`config.mk`:
```
export PLATFORM = sky130hd
export DESIGN_NAME = rotor_failure_detector
export DESIGN_NICKNAME = d
export VERILOG_FILES = /design/src/rtl/core/rfd_pkg.sv /design/src/rtl/core/rfd_cfg.sv /design/src/rtl/core/rfd_front.sv /design/src/rtl/core/rfd_eval.sv /design/src/rtl/core/rotor_failure_detector.sv
export SDC_FILE = /design/constraint.sdc
export NUM_CORES = 2
export LEC_CHECK = 0
export BUFFER_PORTS_ARGS = -buffer_cell sky130_fd_sc_hd__clkbuf_2
export CORE_ASPECT_RATIO = 1.5
export CORE_MARGIN = 2
export CORE_UTILIZATION = 40
export CTS_CLUSTER_SIZE = 8
export DETAILED_ROUTE_END_ITERATION = 10
export PLACE_DENSITY = 0.56
export SYNTH_ARGS = -nofsm -noshare
export SYNTH_HDL_FRONTEND = slang
export SYNTH_SLANG_ARGS = --single-unit
export TNS_END_PERCENT = 30
```
`constraint.sdc`:
```
create_clock -name clk_i -period 12 [get_ports clk_i]
set_input_delay 1.2 -clock clk_i [delete_from_list [all_inputs] [get_ports clk_i]]
set_output_delay 1.2 -clock clk_i [all_outputs]
set_load 0.005 [all_outputs]
```
`src/rtl/core/rfd_pkg.sv`:
```
// rfd_pkg: shared types, constants and register codes of the rotor failure detector
// used by every module under rtl/core; depends on nothing else
package rfd_pkg;

  // default sizes handed to the top-level parameters
  localparam int RATE_WIDTH_DEF  = 16;
  localparam int DT_SAT_BITS_DEF = 32;

  // fixed field widths
  localparam int STAMP_W  = 64;
  localparam int HEIGHT_W = 18;
  localparam int CNT_W    = 8;
  localparam int LIM_W    = 20;
  localparam int LEVEL_W  = 10;
  localparam int ROTOR_W  = 3;
  localparam int IDX_W    = 3;
  localparam int DATA_W   = 20;
  localparam int USEC_W   = 20;

  // microseconds per second, scales the rate difference before compare
  localparam logic [USEC_W-1:0] US_PER_S = 20'd1000000;

  // configuration register indexes
  typedef enum logic [IDX_W-1:0] {
    REG_DECIMATION     = 3'd0,
    REG_BREACH_RUN     = 3'd1,
    REG_ACCEL_LIMIT    = 3'd2,
    REG_CLASSIFY_LIMIT = 3'd3,
    REG_DISARM_LEVEL   = 3'd4
  } rfd_reg_e;

  // rotor codes
  typedef enum logic [ROTOR_W-1:0] {
    ROTOR_NONE = 3'd0,
    ROTOR_1    = 3'd1,
    ROTOR_2    = 3'd2,
    ROTOR_3    = 3'd3,
    ROTOR_4    = 3'd4
  } rotor_e;

  // reset values of the configuration registers
  localparam logic [CNT_W-1:0]   DECIMATION_RST     = 8'd1;
  localparam logic [CNT_W-1:0]   BREACH_RUN_RST     = 8'd1;
  localparam logic [LIM_W-1:0]   ACCEL_LIMIT_RST    = 20'd25600;
  localparam logic [LIM_W-1:0]   CLASSIFY_LIMIT_RST = 20'd4096;
  localparam logic [LEVEL_W-1:0] DISARM_LEVEL_RST   = 10'd10;

  typedef struct packed {
    logic [CNT_W-1:0]   decimation;
    logic [CNT_W-1:0]   breach_run;
    logic [LIM_W-1:0]   accel_limit;
    logic [LIM_W-1:0]   classify_limit;
    logic [LEVEL_W-1:0] disarm_level;
  } rfd_cfg_t;

  // control flags of a sample between front stage and evaluation stage
  typedef struct packed {
    logic used;      // sample passed decimation
    logic evaluate;  // sample kept and a previous sample existed
    logic zero;      // interval was zero
  } rfd_ctl_t;

  // one result beat
  typedef struct packed {
    logic               sample_used;
    logic               breach;
    logic               zero_interval;
    logic               failure_latched;
    logic [ROTOR_W-1:0] failed_rotor;
    logic               disarm_request;
  } rfd_res_t;

endpackage

```
`src/rtl/core/rfd_cfg.sv`:
```
// rfd_cfg: configuration register file of the rotor failure detector
// depends on rfd_pkg
module rfd_cfg (
  input  logic                         clk_i,
  input  logic                         rst_ni,
  input  logic                         cfg_valid_i,
  output logic                         cfg_ready_o,
  input  logic [rfd_pkg::IDX_W-1:0]    cfg_index_i,
  input  logic [rfd_pkg::DATA_W-1:0]   cfg_data_i,
  output rfd_pkg::rfd_cfg_t            cfg_o
);

  rfd_pkg::rfd_cfg_t cfg_q, cfg_d;

  assign cfg_ready_o = 1'b1;

  always_comb begin
    cfg_d = cfg_q;
    if (cfg_valid_i) begin
      unique case (rfd_pkg::rfd_reg_e'(cfg_index_i))
        rfd_pkg::REG_DECIMATION:     cfg_d.decimation     = cfg_data_i[rfd_pkg::CNT_W-1:0];
        rfd_pkg::REG_BREACH_RUN:     cfg_d.breach_run     = cfg_data_i[rfd_pkg::CNT_W-1:0];
        rfd_pkg::REG_ACCEL_LIMIT:    cfg_d.accel_limit    = cfg_data_i[rfd_pkg::LIM_W-1:0];
        rfd_pkg::REG_CLASSIFY_LIMIT: cfg_d.classify_limit = cfg_data_i[rfd_pkg::LIM_W-1:0];
        rfd_pkg::REG_DISARM_LEVEL:   cfg_d.disarm_level   = cfg_data_i[rfd_pkg::LEVEL_W-1:0];
        default:                     cfg_d = cfg_q;
      endcase
    end
  end

  always_ff @(posedge clk_i or negedge rst_ni) begin
    if (!rst_ni) begin
      cfg_q.decimation     <= rfd_pkg::DECIMATION_RST;
      cfg_q.breach_run     <= rfd_pkg::BREACH_RUN_RST;
      cfg_q.accel_limit    <= rfd_pkg::ACCEL_LIMIT_RST;
      cfg_q.classify_limit <= rfd_pkg::CLASSIFY_LIMIT_RST;
      cfg_q.disarm_level   <= rfd_pkg::DISARM_LEVEL_RST;
    end else begin
      cfg_q <= cfg_d;
    end
  end

  assign cfg_o = cfg_q;

endmodule

```
`src/rtl/core/rfd_front.sv`:
```
// rfd_front: input stage of the rotor failure detector: decimation, previous
// sample store, rate differences and saturated interval; depends on rfd_pkg
module rfd_front #(
  parameter int RATE_WIDTH  = rfd_pkg::RATE_WIDTH_DEF,
  parameter int DT_SAT_BITS = rfd_pkg::DT_SAT_BITS_DEF
) (
  input  logic                                   clk_i,
  input  logic                                   rst_ni,
  input  rfd_pkg::rfd_cfg_t                      cfg_i,
  input  logic                                   in_valid_i,
  output logic                                   in_ready_o,
  input  logic [rfd_pkg::STAMP_W-1:0]            stamp_us_i,
  input  logic signed [RATE_WIDTH-1:0]           rate_x_i,
  input  logic signed [RATE_WIDTH-1:0]           rate_y_i,
  input  logic signed [RATE_WIDTH-1:0]           rate_z_i,
  input  logic signed [rfd_pkg::HEIGHT_W-1:0]    height_cm_i,
  input  logic                                   eval_ready_i,
  output logic                                   s1_valid_o,
  output rfd_pkg::rfd_ctl_t                      ctl_o,
  output logic [2:0][RATE_WIDTH:0]               mag_o,
  output logic [1:0]                             neg_o,
  output logic [DT_SAT_BITS-1:0]                 dt_o,
  output logic signed [rfd_pkg::HEIGHT_W-1:0]    height_o
);

  localparam int MagW = RATE_WIDTH + 1;

  logic                                in_accept;
  logic                                keep;
  logic [rfd_pkg::CNT_W-1:0]           decim_count_q, decim_count_d;
  logic [RATE_WIDTH-1:0]               prev_rate_q [3];
  logic [rfd_pkg::STAMP_W-1:0]         prev_stamp_q;
  logic                                primed_q;
  logic [RATE_WIDTH-1:0]               rate_in [3];
  logic signed [MagW-1:0]              diff [3];
  logic [2:0][MagW-1:0]                mag;
  logic [rfd_pkg::STAMP_W-1:0]         dt_full;
  logic [DT_SAT_BITS-1:0]              dt_sat;

  logic                                s1_valid_q, s1_valid_d;
  rfd_pkg::rfd_ctl_t                   ctl_q, ctl_d;
  logic [2:0][MagW-1:0]                mag_q;
  logic [1:0]                          neg_q;
  logic [DT_SAT_BITS-1:0]              dt_q;
  logic signed [rfd_pkg::HEIGHT_W-1:0] height_q;

  assign in_ready_o = !s1_valid_q || eval_ready_i;
  assign in_accept  = in_valid_i && in_ready_o;

  // a decimation of zero behaves as one
  assign keep = ({1'b0, decim_count_q} + (rfd_pkg::CNT_W + 1)'(1))
                >= {1'b0, cfg_i.decimation};
  assign decim_count_d = keep ? '0 : decim_count_q + rfd_pkg::CNT_W'(1);

  assign rate_in[0] = rate_x_i;
  assign rate_in[1] = rate_y_i;
  assign rate_in[2] = rate_z_i;

  always_comb begin
    for (int i = 0; i < 3; i++) begin
      diff[i] = $signed({rate_in[i][RATE_WIDTH-1], rate_in[i]})
              - $signed({prev_rate_q[i][RATE_WIDTH-1], prev_rate_q[i]});
      mag[i]  = diff[i][MagW-1] ? MagW'(-diff[i]) : MagW'(diff[i]);
    end
  end

  // wrapped difference, clamped to the saturation width
  assign dt_full = stamp_us_i - prev_stamp_q;
  assign dt_sat  = (dt_full[rfd_pkg::STAMP_W-1:DT_SAT_BITS] != '0) ? '1
                                                                    : dt_full[DT_SAT_BITS-1:0];

  always_comb begin
    ctl_d.used     = keep;
    ctl_d.evaluate = keep && primed_q;
    ctl_d.zero     = (dt_sat == '0);
  end

  always_comb begin
    s1_valid_d = s1_valid_q;
    if (in_accept) begin
      s1_valid_d = 1'b1;
    end else if (eval_ready_i) begin
      s1_valid_d = 1'b0;
    end
  end

  // sample history, updated when a kept beat is taken
  always_ff @(posedge clk_i or negedge rst_ni) begin
    if (!rst_ni) begin
      decim_count_q <= '0;
      primed_q      <= 1'b0;
      prev_stamp_q  <= '0;
      for (int i = 0; i < 3; i++) begin
        prev_rate_q[i] <= '0;
      end
      s1_valid_q    <= 1'b0;
      ctl_q         <= '0;
    end else begin
      s1_valid_q <= s1_valid_d;
      if (in_accept) begin
        decim_count_q <= decim_count_d;
        ctl_q         <= ctl_d;
        if (keep) begin
          primed_q     <= 1'b1;
          prev_stamp_q <= stamp_us_i;
          for (int i = 0; i < 3; i++) begin
            prev_rate_q[i] <= rate_in[i];
          end
        end
      end
    end
  end

  always_ff @(posedge clk_i) begin
    if (in_accept) begin
      mag_q    <= mag;
      neg_q    <= {diff[1][MagW-1], diff[0][MagW-1]};
      dt_q     <= dt_sat;
      height_q <= height_cm_i;
    end
  end

  assign s1_valid_o = s1_valid_q;
  assign ctl_o      = ctl_q;
  assign mag_o      = mag_q;
  assign neg_o      = neg_q;
  assign dt_o       = dt_q;
  assign height_o   = height_q;

endmodule

```
`src/rtl/core/rfd_eval.sv`:
```
// rfd_eval: evaluation stage of the rotor failure detector: scaled compares,
// breach run, failure latch, rotor naming and result register; depends on rfd_pkg
module rfd_eval #(
  parameter int RATE_WIDTH  = rfd_pkg::RATE_WIDTH_DEF,
  parameter int DT_SAT_BITS = rfd_pkg::DT_SAT_BITS_DEF
) (
  input  logic                                clk_i,
  input  logic                                rst_ni,
  input  rfd_pkg::rfd_cfg_t                   cfg_i,
  input  logic                                s1_valid_i,
  input  rfd_pkg::rfd_ctl_t                   ctl_i,
  input  logic [2:0][RATE_WIDTH:0]            mag_i,
  input  logic [1:0]                          neg_i,
  input  logic [DT_SAT_BITS-1:0]              dt_i,
  input  logic signed [rfd_pkg::HEIGHT_W-1:0] height_i,
  output logic                                eval_ready_o,
  output logic                                out_valid_o,
  input  logic                                out_ready_i,
  output rfd_pkg::rfd_res_t                   res_o
);

  localparam int MagW  = RATE_WIDTH + 1;
  localparam int ProdW = MagW + rfd_pkg::USEC_W;
  localparam int LimW  = rfd_pkg::LIM_W + DT_SAT_BITS;
  localparam int CmpW  = (ProdW > LimW) ? ProdW : LimW;

  logic                        take;
  logic [ProdW-1:0]            prod [3];
  logic [LimW-1:0]             alim;
  logic [LimW-1:0]             clim;
  logic [2:0]                  over;
  logic [1:0]                  cls_gt;
  logic                        brk;
  logic                        run;
  logic                        sx_pos, sx_neg, sy_pos, sy_neg;
  rfd_pkg::rotor_e             rotor_cls;

  logic [rfd_pkg::CNT_W-1:0]   breach_count_q, breach_count_d;
  logic                        latched_q, latched_d;
  rfd_pkg::rotor_e             rotor_q, rotor_d;
  logic                        out_valid_q, out_valid_d;
  rfd_pkg::rfd_res_t           res_q, res_d;

  assign eval_ready_o = !out_valid_q || out_ready_i;
  assign take         = s1_valid_i && eval_ready_o;
  assign run          = ctl_i.evaluate && !ctl_i.zero;

  // two independent products against the interval, one per limit
  assign alim = LimW'(cfg_i.accel_limit) * LimW'(dt_i);
  assign clim = LimW'(cfg_i.classify_limit) * LimW'(dt_i);

  always_comb begin
    for (int i = 0; i < 3; i++) begin
      prod[i] = ProdW'(mag_i[i]) * ProdW'(rfd_pkg::US_PER_S);
      over[i] = CmpW'(prod[i]) > CmpW'(alim);
    end
    for (int i = 0; i < 2; i++) begin
      cls_gt[i] = CmpW'(prod[i]) > CmpW'(clim);
    end
  end

  assign brk    = run && (over != '0);
  assign sx_pos = !neg_i[0] && cls_gt[0];
  assign sx_neg = neg_i[0] && cls_gt[0];
  assign sy_pos = !neg_i[1] && cls_gt[1];
  assign sy_neg = neg_i[1] && cls_gt[1];

  always_comb begin
    if (sx_pos && sy_neg) begin
      rotor_cls = rfd_pkg::ROTOR_1;
    end else if (sx_pos && sy_pos) begin
      rotor_cls = rfd_pkg::ROTOR_4;
    end else if (sx_neg && sy_neg) begin
      rotor_cls = rfd_pkg::ROTOR_3;
    end else if (sx_neg && sy_pos) begin
      rotor_cls = rfd_pkg::ROTOR_2;
    end else begin
      rotor_cls = rfd_pkg::ROTOR_NONE;
    end
  end

  always_comb begin
    breach_count_d = breach_count_q;
    latched_d      = latched_q;
    rotor_d        = rotor_q;
    if (run) begin
      if (brk) begin
        if (breach_count_q != '1) begin
          breach_count_d = breach_count_q + rfd_pkg::CNT_W'(1);
        end
      end else begin
        breach_count_d = '0;
      end
      if ((breach_count_d >= cfg_i.breach_run) && !latched_q) begin
        latched_d = 1'b1;
        rotor_d   = rotor_cls;
      end
    end
  end

  always_comb begin
    res_d.sample_used     = ctl_i.used;
    res_d.breach          = brk;
    res_d.zero_interval   = ctl_i.evaluate && ctl_i.zero;
    res_d.failure_latched = latched_d;
    res_d.failed_rotor    = rotor_d;
    res_d.disarm_request  = latched_d && (rotor_d != rfd_pkg::ROTOR_NONE)
                            && (height_i < $signed(rfd_pkg::HEIGHT_W'(cfg_i.disarm_level)));
  end

  always_comb begin
    out_valid_d = out_valid_q;
    if (take) begin
      out_valid_d = 1'b1;
    end else if (out_ready_i) begin
      out_valid_d = 1'b0;
    end
  end

  always_ff @(posedge clk_i or negedge rst_ni) begin
    if (!rst_ni) begin
      breach_count_q <= '0;
      latched_q      <= 1'b0;
      rotor_q        <= rfd_pkg::ROTOR_NONE;
      out_valid_q    <= 1'b0;
    end else begin
      out_valid_q <= out_valid_d;
      if (take) begin
        breach_count_q <= breach_count_d;
        latched_q      <= latched_d;
        rotor_q        <= rotor_d;
      end
    end
  end

  always_ff @(posedge clk_i) begin
    if (take) begin
      res_q <= res_d;
    end
  end

  assign out_valid_o = out_valid_q;
  assign res_o       = res_q;

`ifndef ASSERT_OFF
  // the failure latch is sticky
  a_latch_sticky: assert property (@(posedge clk_i) disable iff (!rst_ni)
    latched_q |=> latched_q)
    else $error("failure latch dropped");

  // rotor is frozen once the latch is set
  a_rotor_frozen: assert property (@(posedge clk_i) disable iff (!rst_ni)
    latched_q |=> $stable(rotor_q))
    else $error("rotor changed after latch");

  // a named rotor only exists with the latch
  a_rotor_needs_latch: assert property (@(posedge clk_i) disable iff (!rst_ni)
    (rotor_q != rfd_pkg::ROTOR_NONE) |-> latched_q)
    else $error("rotor named without latch");

  // a breach beat is always an evaluated sample with a real interval
  a_breach_used: assert property (@(posedge clk_i) disable iff (!rst_ni)
    (out_valid_q && res_q.breach) |-> (res_q.sample_used && !res_q.zero_interval))
    else $error("breach on unused or zero-interval sample");
`endif

endmodule

```
`src/rtl/core/rotor_failure_detector.sv`:
```
// rotor_failure_detector: top level, gyro-based rotor failure detection
// depends on rfd_pkg, rfd_cfg, rfd_front and rfd_eval
//
//   channel   direction  handshake                   payload
//   in        sink       in_valid_i / in_ready_o     stamp_us_i, rate_x/y/z_i, height_cm_i
//   out       source     out_valid_o / out_ready_i   sample_used_o .. disarm_request_o
//   cfg       sink       cfg_valid_i / cfg_ready_o   cfg_index_i, cfg_data_i
//
// one beat in gives exactly one beat out, through the front and result registers
// one beat per cycle while out_ready_i is high: front stage (subtract, interval
// clamp) then evaluation stage (two interval products and the scaled compares)
// reset clears configuration to defaults, sample history, breach run and latch
// out_ready_i low holds the result register; the front stage still fills once
// cfg is always ready and must only be written while the block is idle
module rotor_failure_detector #(
  parameter int RATE_WIDTH  = rfd_pkg::RATE_WIDTH_DEF,
  parameter int DT_SAT_BITS = rfd_pkg::DT_SAT_BITS_DEF
) (
  input  logic                                 clk_i,
  input  logic                                 rst_ni,
  // sample beats
  input  logic                                 in_valid_i,
  output logic                                 in_ready_o,
  input  logic [rfd_pkg::STAMP_W-1:0]          stamp_us_i,
  input  logic signed [RATE_WIDTH-1:0]         rate_x_i,
  input  logic signed [RATE_WIDTH-1:0]         rate_y_i,
  input  logic signed [RATE_WIDTH-1:0]         rate_z_i,
  input  logic signed [rfd_pkg::HEIGHT_W-1:0]  height_cm_i,
  // result beats
  output logic                                 out_valid_o,
  input  logic                                 out_ready_i,
  output logic                                 sample_used_o,
  output logic                                 breach_o,
  output logic                                 zero_interval_o,
  output logic                                 failure_latched_o,
  output logic [rfd_pkg::ROTOR_W-1:0]          failed_rotor_o,
  output logic                                 disarm_request_o,
  // configuration writes
  input  logic                                 cfg_valid_i,
  output logic                                 cfg_ready_o,
  input  logic [rfd_pkg::IDX_W-1:0]            cfg_index_i,
  input  logic [rfd_pkg::DATA_W-1:0]           cfg_data_i
);

  rfd_pkg::rfd_cfg_t                   cfg;
  logic                                eval_ready;
  logic                                s1_valid;
  rfd_pkg::rfd_ctl_t                   s1_ctl;
  logic [2:0][RATE_WIDTH:0]            s1_mag;
  logic [1:0]                          s1_neg;
  logic [DT_SAT_BITS-1:0]              s1_dt;
  logic signed [rfd_pkg::HEIGHT_W-1:0] s1_height;
  rfd_pkg::rfd_res_t                   res;

  // configuration registers
  rfd_cfg u_cfg (
    .clk_i       (clk_i),
    .rst_ni      (rst_ni),
    .cfg_valid_i (cfg_valid_i),
    .cfg_ready_o (cfg_ready_o),
    .cfg_index_i (cfg_index_i),
    .cfg_data_i  (cfg_data_i),
    .cfg_o       (cfg)
  );

  // decimation, history and differences
  rfd_front #(
    .RATE_WIDTH  (RATE_WIDTH),
    .DT_SAT_BITS (DT_SAT_BITS)
  ) u_front (
    .clk_i        (clk_i),
    .rst_ni       (rst_ni),
    .cfg_i        (cfg),
    .in_valid_i   (in_valid_i),
    .in_ready_o   (in_ready_o),
    .stamp_us_i   (stamp_us_i),
    .rate_x_i     (rate_x_i),
    .rate_y_i     (rate_y_i),
    .rate_z_i     (rate_z_i),
    .height_cm_i  (height_cm_i),
    .eval_ready_i (eval_ready),
    .s1_valid_o   (s1_valid),
    .ctl_o        (s1_ctl),
    .mag_o        (s1_mag),
    .neg_o        (s1_neg),
    .dt_o         (s1_dt),
    .height_o     (s1_height)
  );

  // compares, breach run, latch, classification
  rfd_eval #(
    .RATE_WIDTH  (RATE_WIDTH),
    .DT_SAT_BITS (DT_SAT_BITS)
  ) u_eval (
    .clk_i        (clk_i),
    .rst_ni       (rst_ni),
    .cfg_i        (cfg),
    .s1_valid_i   (s1_valid),
    .ctl_i        (s1_ctl),
    .mag_i        (s1_mag),
    .neg_i        (s1_neg),
    .dt_i         (s1_dt),
    .height_i     (s1_height),
    .eval_ready_o (eval_ready),
    .out_valid_o  (out_valid_o),
    .out_ready_i  (out_ready_i),
    .res_o        (res)
  );

  // result fields straight from the output register
  assign sample_used_o     = res.sample_used;
  assign breach_o          = res.breach;
  assign zero_interval_o   = res.zero_interval;
  assign failure_latched_o = res.failure_latched;
  assign failed_rotor_o    = res.failed_rotor;
  assign disarm_request_o  = res.disarm_request;

endmodule

```
# --- Yosys cells after proc, flatten, opt, wreduce, memory -nomap -nowiden ---
# Index checks and enable logic that the tools add are counted.
# W data, S select, Z words.
classes:
  n_lt_le_gt_ge: 8
  muxes: 20
  n_eq_ne: 5
  addsub: 10
  multipliers: 5
  reduce_logical: 39
ops:
  columns: ["operator", "count"]
  rows:
  - ["$gt A37 B52 Y1", 5]
  - ["$mul A20 B32 Y52", 2]
  - ["$mul A17 B14 Y31 const B", 3]
  - ["$sub A64 B64 Y64", 1]
  - ["$neg A17 Y17", 3]
  - ["$sub A16 B16 Y17", 3]
  - ["$mux W16", 3]
  - ["$logic_not A32 Y1", 1]
  - ["$mux W32", 1]
  - ["$mux W8", 4]
  - ["$reduce_bool A32 Y1", 1]
  - ["$lt A18 B11 Y1", 1]
  - ["$logic_and A1 B1 Y1", 17]
  - ["$add A8 B1 Y8 const B", 2]
  - ["$mux W3", 5]
  - ["$reduce_and A2 Y1", 7]
  - ["$add A8 B1 Y9 const B", 1]
  - ["$ge A9 B8 Y1", 1]
  - ["$ge A8 B8 Y1", 1]
  - ["$ne A8 B8 Y1 const B", 1]
  - ["$eq A3 B2 Y1 const B", 2]
  - ["$logic_not A1 Y1", 6]
  - ["$mux W1", 6]
  - ["$reduce_bool A3 Y1", 2]
  - ["6 further kinds", 8]
totals:
  elab_cells: 121
  output_inout_bits: 11
  reg_bits: 315

# --- Logic depth before layout (Yosys ltp) ---
depth:
  word_depth: 13
  depth_mapped: 55
  ltp_nobuf: 53

# --- Hierarchy ---
# Synthesis repeated with hierarchy kept, for this count alone.
hier_totals:
  cells_unflattened: 8555
  hier_area_um2: 76275.7
modules_own_cells:
  columns: ["mod", "area_each_um2", "seq_area_each_um2", "cells_per_inst", "n_inst"]
  rows:
  - ["rfd_eval", 57975.6, 565.5, 6622, 1]
  - ["rfd_front", 15773.9, 6221.0, 1788, 1]
  - ["rfd_cfg", 2526.2, 1661.6, 145, 1]

# --- Worst setup path after synthesis ---
# Ideal clock, no wire load.
synth_path:
  kind: "register to register"
  start: "register u_front.dt_q[10], in the netlist u_front.dt_o[10]"
  end: "register u_eval.res_q, in the netlist u_eval.res_o[0], data pin"
  arrival_time_ns: 10.754
  stages_incl_launch_ff: 52
  setup_time_ns: 0.146
  required_time_ns: 11.854
  n_path_buf: 2
  slack_ns: 1.100
  path_cell_list: "edfxtp_1 clkbuf_1 and2_1 fa_1 fa_1 inv_1 fa_1 inv_1 fa_1 inv_1 fa_1 inv_1 fa_1 inv_1 fa_1 inv_1 ha_1 nand3_1 [16 not listed] o31ai_1 o211ai_1 a221oi_4 or2_0 buf_6 a21oi_1 ha_1 a21o_1 a21o_1 a21oi_1 o21ai_0 nand2_1 or2_1 nor4_1 nand4b_1 nand4b_1 or4_1 a21oi_1"
synth_lines:
  columns: ["item", "line", "text"]
  rows:
  - ["start: declaration", "rfd_front.sv:44", "logic [DT_SAT_BITS-1:0] dt_q;"]
  - ["start signal: assignment", "rfd_front.sv:118", "dt_q <= dt_sat;"]
  - ["end signal: assignment", "rfd_eval.sv:138", "res_q <= res_d;"]
  - ["end: declaration", "rfd_eval.sv:42", "rfd_pkg::rfd_res_t res_q, res_d;"]

==> metrics.txt <==
status finished, final reports clean; Via density 5.27; register area 8450 µm²; CTS tree built; Routed WL per cell 20.5 µm; Overflow after GRT 0; Arr. time, crit path 12030 ps; Startpoint Class flop; clk_lat worst skew 660 ps; asr flop ratio synth 64.8%; EDFF count, synth 111; critical path's most frequent cell fa_1; first-pass GRT wire length 364000 µm; yosys warns 0; Vias 58700; Slowest cell on crit path dfstp_4; post-route minimum period 11520 ps; Final Hold Viols 0; CTS buffer count 46; Setup-failing EPs final 0; H-Tree Depth 2; MaxCap Viol Count 0; CP Class reg2reg; Final Slew Violations 0; Worst Hold Class in2async; Top Ports 169; DRC Markers 0; antenna viol nets, final 0; worst r2r src u_cfg.cfg_o[40]; Starting Density 40.2%; Area Overhead vs Synth 8.49%; fraction of layout cells with a size suffix above 1 7.52%; hpwl dp 195000 µm; Max Fclk 86.8 MHz; Core Area 188000 µm²; Synth Instances 8546; syn avg cell area 8.84 µm²; CP Max Fanout 18; Rows 195; Clock transition at path regs 70 ps; Final nets 11000; initial antenna violation count 14; GRT Util Overall 24.3%; pre-CTS setup slack -608 ps; Setup Skew 42.6 ps; Mapped Nets 10900; CP startpoint u_cfg.cfg_o[40]; CP max stage delay 720 ps; die height 536 µm; clock buffer depth 3; initial drt markers 2812; largest net degree at the start of global routing 95; flop and latch count out of synthesis 315; Synth Flop Type dfrtp_1; leading cell type in the layout, fill and taps excluded inv_1; nature of the critical path endpoint flop; area of the die 193000 µm²; Mapped Area 75600 µm²; most frequent cells in the layout 1654 x inv_1, 1256 x fa_1, 1196 x nand2_1; sequential share of the synthesized area 11.2%; Placer Congestion 0.972; RSZ-0062 raised after global routing no; TritonRoute pass-1 iters 5; Fillers 18600; Die X 359 µm; tightest slew margin relative to the limit 28.2%; cts-stage hold buffer count 0; CTS root buffer clkbuf_16; via count of the first global-routing pass 63900; critical path required time 12500 ps; IO Port Bufs 167; Num Clock Sinks 315; final WL 229000 µm; setup ws final 478 ps; multi-input logic area 59800 µm²; Slew @ Worst Pin 1080 ps; library cells used by synthesis 109; fin crit share 96.0%
==> final timing paths <==
| check | endpoint | slack [ps] | cells past startpoint |
|---|---|---|---|
| min in group clk_i | u_front.primed_q | 470 | 1 |
| worst max-delay path | u_eval.res_o[0] | 480 | 45 |
| worst min register to register | u_front.primed_q | 470 | 1 |
| worst min-delay path | u_front.prev_rate_q[9] | 450 | 1 |
| max in group asynchronous | u_cfg.cfg_o[34] | 9200 | 3 |
| worst max register to register | u_eval.res_o[0] | 480 | 45 |
==> critical path: cells and delay by family (launching register included) <==
kind / cells / cell delay (ps)
AOI/OAI and AO/OA: 13 / 2510
adders and majority gates: 9 / 4120
buffers and inverters: 9 / 1150
DFF: 1 / 720
muxes: 1 / 280
and+or+nand+nor: 13 / 2550
==> registers in the layout (all words and copies together), names as in the netlist, 2 cells and up <==
name / count
u_front.prev_rate_q: 48
u_front.dt_o: 32
u_front.mag_o: 51
u_front.ctl_o: 3
u_front.height_o: 18
u_cfg.cfg_o: 66
u_eval.res_o: 8
u_front.prev_stamp_q: 64
u_eval.rotor_q: 3
u_front.neg_o: 2
u_eval.breach_count_q: 8
u_front.decim_count_q: 8
==> timing repair <==
item,in CTS,in global routing
pin swaps,3,38
buffers inserted,1,8
gates resized for setup,11,55
setup endpoints to repair,7,7
==> per-layer routing <==
metal	global-route usage (%)	routed length [µm]
met1	27.4	86800
met2	45.3	120000
met3	2.53	9410
met4	12.3	13000
met5	0	30
==> layout make-up <==
| class | count | share of cell area (%) |
|---|---|---|
| multi-input cells | 6204 | 72.9 |
| inverters | 1655 | 7.58 |
| clock buffers | 76 | 1.59 |
| repair buffers | 427 | 3.75 |
| well taps | 2462 | 3.76 |
| clock inverters | 2 | 0.0473 |
| diodes | 10 | 0.0305 |
| flip-flops and latches | 315 | 10.3 |
==> through the flow <==
| step | cell area, µm² | util, % | std cells | TNS, ps | hold slack (ps) |
|---|---|---|---|---|---|
| global placement | 80300 | 42.7 | 11100 | -3920 | 451 |
| floorplan | 75600 | - | 8546 | 0 | 426 |
| CTS | 81700 | 43.5 | 11100 | 0 | 476 |
| finish | 82000 | 43.7 | 11200 | 0 | 453 |
| global route | 82000 | 43.6 | 11100 | 0 | 491 |
| detailed placement | 80300 | 42.7 | 11100 | -3710 | 450 |
==> Yosys cell counts (all sizes together), types with 114 or more instances <==
cell,count,area (µm²)
fa,1256,25100
dfrtp,196,4900
inv,1655,6210
ha,932,11700
o21ai,359,1800
nand4,114,713
nor2,228,858
clkbuf,355,1340
and2,483,3020
xnor2,220,1930
a21oi,342,1730
a21o,137,1030
nand2,1199,4500
==> logic make-up after synthesis <==
family | share of synthesized area [%]
AO/OA/AOI/OAI | 9.90
XOR/XNOR | 3.69
adder cells (fa/ha/maj) | 48.8
buffers and inverters | 10.1
flip-flops | 11.2
multiplexers | 0.945
other | 0.00496
AND/OR/NAND/NOR | 15.4
Power is not shown: default switching activity piles up to over one toggle a cycle in this logic, so the estimate is an artifact.
